`src/design/mpa_pkg.sv`:
```
// Shared types and constants for the max pooling with argmax block.
// No dependencies; imported by the interfaces and all modules.

package mpa_pkg;

  // Parameter defaults
  localparam int MAX_WIDTH_DEF   = 1024;
  localparam int MAX_POOL_DEF    = 8;
  localparam int SAMPLE_BITS_DEF = 16;

  // Fixed field widths
  localparam int DIM_W      = 11;  // image size registers and position counters
  localparam int POOL_W     = 4;   // window size registers
  localparam int POS_W      = 10;  // position fields of a result
  localparam int CFG_IDX_W  = 8;
  localparam int CFG_DATA_W = 11;

  // Register indexes
  localparam logic [CFG_IDX_W-1:0] REG_IMAGE_WIDTH  = CFG_IDX_W'(0);
  localparam logic [CFG_IDX_W-1:0] REG_IMAGE_HEIGHT = CFG_IDX_W'(1);
  localparam logic [CFG_IDX_W-1:0] REG_POOL_ROWS    = CFG_IDX_W'(2);
  localparam logic [CFG_IDX_W-1:0] REG_POOL_COLS    = CFG_IDX_W'(3);

  // Register reset values
  localparam logic [DIM_W-1:0]  IMAGE_WIDTH_RST  = DIM_W'(28);
  localparam logic [DIM_W-1:0]  IMAGE_HEIGHT_RST = DIM_W'(28);
  localparam logic [POOL_W-1:0] POOL_ROWS_RST    = POOL_W'(2);
  localparam logic [POOL_W-1:0] POOL_COLS_RST    = POOL_W'(2);

  typedef struct packed {
    logic busy;
    logic divisible;
  } chk_status_t;

endpackage

```
`src/design/mpa_divchk.sv`:
```
// Bit-serial remainder unit: checks that an image dimension is a multiple of
// a window size, one dividend bit per cycle. Depends on mpa_pkg.

module mpa_divchk (
  input  logic                        clk,
  input  logic                        rst_n,
  input  logic                        start,
  input  logic [mpa_pkg::DIM_W-1:0]   dividend,
  input  logic [mpa_pkg::POOL_W-1:0]  divisor,
  output mpa_pkg::chk_status_t        status
);
  import mpa_pkg::*;

  localparam int CW = $clog2(DIM_W + 1);
  localparam int IW = $clog2(DIM_W);

  logic [POOL_W-1:0] rem_r;
  logic [POOL_W-1:0] rem_nxt;
  logic [CW-1:0]     cnt_r;
  logic              busy_r;
  logic              divisible_r;
  logic [IW-1:0]     bit_idx;
  logic [POOL_W:0]   shifted;

  assign bit_idx = IW'(cnt_r - CW'(1));
  assign shifted = {rem_r, dividend[bit_idx]};

  always_comb begin
    if (shifted >= {1'b0, divisor}) begin
      rem_nxt = POOL_W'(shifted - {1'b0, divisor});
    end else begin
      rem_nxt = POOL_W'(shifted);
    end
  end

  always_ff @(posedge clk) begin
    if (!rst_n) begin
      busy_r      <= 1'b0;
      divisible_r <= 1'b1;
      cnt_r       <= '0;
    end else if (start) begin
      busy_r <= 1'b1;
      cnt_r  <= CW'(DIM_W);
    end else if (busy_r) begin
      cnt_r <= cnt_r - CW'(1);
      if (cnt_r == CW'(1)) begin
        busy_r      <= 1'b0;
        divisible_r <= (rem_nxt == '0);
      end
    end
  end

  always_ff @(posedge clk) begin
    if (start) begin
      rem_r <= '0;
    end else if (busy_r) begin
      rem_r <= rem_nxt;
    end
  end

  assign status.busy      = busy_r;
  assign status.divisible = divisible_r;

endmodule

```
`config.mk`:
```
export PLATFORM = sky130hd
export DESIGN_NAME = mpa_divchk
export DESIGN_NICKNAME = d
export VERILOG_FILES = /design/src/design/mpa_pkg.sv /design/src/design/mpa_divchk.sv
export SDC_FILE = /design/constraint.sdc
export NUM_CORES = 1
export LEC_CHECK = 0
export ABC_CLOCK_PERIOD_IN_PS = 3850
export BUFFER_PORTS_ARGS = -buffer_cell sky130_fd_sc_hd__buf_2
export CORE_MARGIN = 2
export CORE_UTILIZATION = 41
export CTS_BUF_LIST = sky130_fd_sc_hd__clkbuf_16
export DETAILED_ROUTE_END_ITERATION = 12
export GPL_TIMING_DRIVEN = 1
export PLACE_DENSITY = 0.6
export REMOVE_ABC_BUFFERS = 1
export SLEW_MARGIN = 20
export SYNTH_ARGS = -nofsm -noshare
export SYNTH_HDL_FRONTEND = slang
export SYNTH_SLANG_ARGS = --single-unit
```
`constraint.sdc`:
```
create_clock -name clk -period 3.85 [get_ports clk]
set_input_delay 0.385 -clock clk [delete_from_list [all_inputs] [get_ports clk]]
set_output_delay 0.385 -clock clk [all_outputs]
set_load 0.02 [all_outputs]
```
# [Yosys cells after proc, flatten, opt, wreduce, memory -nomap -nowiden]
# Cells that the tools add are included.
[word_totals] register_bits=10 in_bits=18
[classes] add_sub_neg=2 n_mux=8 bitwise=2 order_cmp=2 n_reduce_logical=4 n_eq_ne=1
[op_table] operator="2-to-1 mux 4 bit" count=3
[op_table] operator="greater-or-equal comparator 5 x 4 -> 1 bit" count=1
[op_table] operator="< comparator 4 x 5 -> 1 bit (second input constant)" count=1
[op_table] operator="binary-select mux 1 bit (select 4 bit)" count=1
[op_table] operator="== test 4 x 1 -> 1 bit (second input constant)" count=1
[op_table] operator="zero test 4 bit" count=1
[op_table] operator="2-to-1 mux 1 bit" count=4
[op_table] operator="subtractor 4 x 1 -> 4 bit (second input constant)" count=1
[op_table] operator="subtractor 4 bit" count=1
[op_table] operator="AND reduction 3 bit" count=1
[op_table] operator="NOT 1 bit" count=2
[op_table] operator="nonzero test 2 bit" count=1
[op_table] operator="OR reduction 2 bit" count=1

# [Logic depth before layout (Yosys ltp)]
[depth] depth_word=6 mapped_depth=16 depth_no_buf=15

# [Worst setup path after synthesis]
# No wires, ideal clock.
[synth_timing] path_type="register to register" from="register cnt_r[0]" to="register divisible_r" t_required_ns=3.757 path_buffers=1 path_stages_with_launch=16 path_slack_ns=0.964 t_arrival_ns=2.793 cell_sequence="dfxtp_1 -> buf_6 -> inv_1 -> ha_1 -> mux4_2 -> nand3_2 -> nand4_1 -> a21oi_1 -> ha_1 -> inv_1 -> fa_1 -> xnor2_1 -> nand2b_1 -> a21oi_1 -> o221ai_1 -> o311ai_2"
[synth_between] elab_chain_len=6
[synth_rtl] element="start: declaration" line="mpa_divchk.sv:19" rtl="logic [CW-1:0] cnt_r;"
[synth_rtl] element="start signal: assignment" line="mpa_divchk.sv:43" rtl="cnt_r <= CW'(DIM_W);"
[synth_rtl] element="start signal: assignment" line="mpa_divchk.sv:45" rtl="cnt_r <= cnt_r - CW'(1);"
[synth_rtl] element="subtractor 4 x 1 -> 4 bit" line="mpa_divchk.sv:25" rtl="assign bit_idx = IW'(cnt_r - CW'(1));"
[synth_rtl] element="binary-select mux 1 bit (select 4 bit)" line="mpa_divchk.sv:26" rtl="assign shifted = {rem_r, dividend[bit_idx]};"
[synth_rtl] element="2-to-1 mux 1 bit (not written as such)" line="mpa_divchk.sv:26"
[synth_rtl] element="subtractor 4 bit / greater-or-equal comparator 5 x 4 -> 1 bit (equally long branches)" line="mpa_divchk.sv:30, mpa_divchk.sv:29"
[synth_rtl] element="2-to-1 mux 4 bit" line="mpa_divchk.sv:29" rtl="if (shifted >= {1'b0, divisor}) begin"
[synth_rtl] element="zero test 4 bit" line="mpa_divchk.sv:48" rtl="divisible_r <= (rem_nxt == '0);"
[synth_rtl] element="end signal: assignment" line="mpa_divchk.sv:48"
[synth_rtl] element="end: declaration" line="mpa_divchk.sv:21" rtl="logic divisible_r;"
# Parallel ways exist; a longest one is shown, timed or not. The select of a mux whose other input is x is not followed.
# A chain may end at the register's enable or synchronous reset.

# [Final worst setup path]
# Same ends and word-level chain as after synthesis.

==> summary.md <==
| Metric | Value |
|---|---|
| Outcome | `finished clean` |
| RSZ-0062 raised after global routing | `false` |
| Initial antenna violation count | `0` |
| All-Layer GR Usage | `around 16%` |
| Die area | `2545 um2` |
| # DRC | `0` |
| Setup repair bufs after CTS | `0` |
| Dpl cell area | `approximately 970 um2` |
| Synth area leaders | `dfxtp_1 23%, ha_1 8.5%, nand2_1 4.2%` |
| Clock slew at the register clock pins of the worst setup and hold paths | `0.04 ns` |
| Cts bufs inserted | `3` |
| Tot Pwr | `roughly 0.00045 W` |
| Hold Worst Slack | `around 0.4 ns` |
| TNS Setup | `0 ns` |
| Area grow syn2layout | `18.25%` |
| Worst slew margin | `68.90%` |
| Final setup viols | `0` |
| Top post-synthesis cells by count | `10 x dfxtp_1, 10 x nand2_1, 7 x inv_1, 7 x nor2_1` |
| Critical Path Start Type | `register` |
| Share of synthesized registers carrying an async set or reset | `0%` |
| Routed vias/inst | `between 5 and 6` |
| DRT Pass-1 Iters | `4` |
| Grt ovf | `0` |
| LEAKAGE | `0.4417 nW` |
| CTS Root Cell | `clkbuf_16` |
| Nets | `147` |
| Max cap viols | `0` |
| CP Class | `register to register` |
| CP arrival | `between 3 and 4 ns` |
| Peak supply drop | `between 300 and 400 uV` |
| Row Count | `16` |
| CTS H-tree depth | `1` |
| Final Cell Area | `roughly 1000 um2` |
| Clk buf depth | `2` |
| Maximum clock skew at final layout | `between 0.0004 and 0.0005 ns` |
| Placed Cells | `144` |
| CP Launch Point | `cnt_r[0]` |
| Top FF cell, synth | `dfxtp_1` |
| Actual slew at the worst max-slew pin | `0.4623 ns` |
| Reg area | `around 200 um2` |
| FILL cells | `around 190` |
| Worst hold path startpoint | `rst_n` |
| Initial Utilization | `between 40% and 50%` |
| Initial DRC count | `20` |
| Fmax | `between 0.3 and 0.4 GHz` |
| Dpl hpwl | `1451 um` |
| Fin crit period | `3.267 ns` |
| First-pass GRT wire length | `around 3200 um` |
| Largest net degree at the start of global routing | `13` |
| Vias in the first global route | `~720` |
| I/O pin cnt | `20` |
| Number of synthesized flops with an enable pin | `0` |
| Die H | `slightly above 50 um` |
| R2R Path Start | `cnt_r[0]` |
| Crit-path max FO | `10` |
| #FFs+latches synth | `10` |
| Wire length per cell | `around 12 um` |
| Synthesized instance count | `between 100 and 150` |
| Period utilization | `between 80% and 90%` |
| Hold Path Class | `primary input to register` |
| ANT cells | `0` |
| Sequential area share after synthesis | `a little under a quarter` |
| Avg Cell Area, Syn | `8.425 um2` |
| Fin. Hold Viols | `0` |
| Non-Filler Instances | `approximately 150` |
| Synth top area share | `22.63%` |
| Yosys cell types | `43` |
| Post-CTS Resized | `0` |
| Fin. max-slew vios | `0` |
| Crit end category | `register` |
| Post-Route WL | `around 1800 um` |
| Crit path required time | `3.99 ns` |
| Sink Count | `10` |
| Antenna-violating nets left | `0` |
| Layout cell share with drive strength beyond 1 | `25.83%` |
| Synthesized area | `a little under 900 um2` |
| CTS tree | `yes` |
| Hold bufs inserted after CTS | `0` |
| Area of the multi-input gates | `615.6 um2` |
| IO buf count | `19` |
| Clk_lat worst skew | `0.23 ns` |
| Cell Pwr Density | `between 400 and 500 nW/um2` |
| Die X | `roughly 50 um` |
| Via Count | `767` |
| Area leader, netlist | `dfxtp_1` |
| Total core area | `2002 um2` |
| Reg2reg setup slack | `0.58 ns` |
| Global placement routability congestion | `0.8375` |
| Synth warn | `0` |
==> area by class of cell <==
class	instances	share of cell area (%)
clock buffers	3	7.177
inverters	7	2.512
multi-input cells	81	58.85
flip-flops and latches	10	19.14
well taps	27	3.230
repair buffers	19	9.091
==> registers in the layout, summed over array words and instances (netlist names) <==
register     count
busy_r           1
cnt_r            4
divisible_r      1
rem_r            4
==> layer usage <==
layer	GRT usage [%]	up-vias	share of wire, %
met2	24.56	19	41
li1	-	413	-
met1	23.20	333	54
met5	0	-	0
met3	1.190	2	3.8
met4	8.108	0	0.67
==> worst max-delay path, stage by stage, from the launching register on <==
cell and delay [ns]:
dfxtp_1 0.53, inv_1 0.10, ha_1 0.39, mux2i_1 0.20
o21ai_0 0.12, nand3b_1 0.15, nand4_1 0.11, a21oi_1 0.15
ha_1 0.18, inv_1 0.05, fa_1 0.37, xnor2_1 0.20
nand2b_1 0.08, a21oi_1 0.12, o221ai_1 0.15, o311ai_2 0.28
==> kinds of logic after synthesis <==
group / synth area share, %
simple gates: 23.76
compound gates: 23.20
buf+inv: 7.779
flops: 22.63
fa+ha+maj: 10.75
xor+xnor: 3.961
mux: 7.921
==> through the flow <==
step	setup slack [ns]	util, %
after floorplan	0.8902	-
after global placement	0.6858	48.50
after detailed placement	0.5719	48.50
after CTS	0.5539	52.25
after global routing	0.2314	52.25
final	0.5829	52.25
==> cell usage in the layout (no fill, tap or decap), drive strengths merged, types with 4 or more instances in the layout <==
cell / synthesis / layout
buf: 4 / 19
nand2: 10 / 10
dfxtp: 10 / 10
inv: 7 / 7
nor2: 7 / 7
a21oi: 6 / 6
ha: 6 / 6
o21ai: 6 / 6
o21a: 4 / 4
nand3: 4 / 4
==> final timing paths <==
| path | to | depth (start not counted) |
|---|---|---|
| worst max-delay path | divisible_r | 15 |
| worst min register to register | rem_r[3] | 2 |
| worst min-delay path | divisible_r | 2 |
| worst max register to register | divisible_r | 15 |
==> where the power goes <==
part           leakage, nW  internal [W]  switching [W]  total [W]
logic                0.322     0.0000691      0.0000770   0.000146
registers           0.0826      0.000113      0.0000150   0.000128
clock network       0.0370      0.000134      0.0000417   0.000176
total                0.442      0.000316       0.000134   0.000450
(Power assumes the default switching activity.)
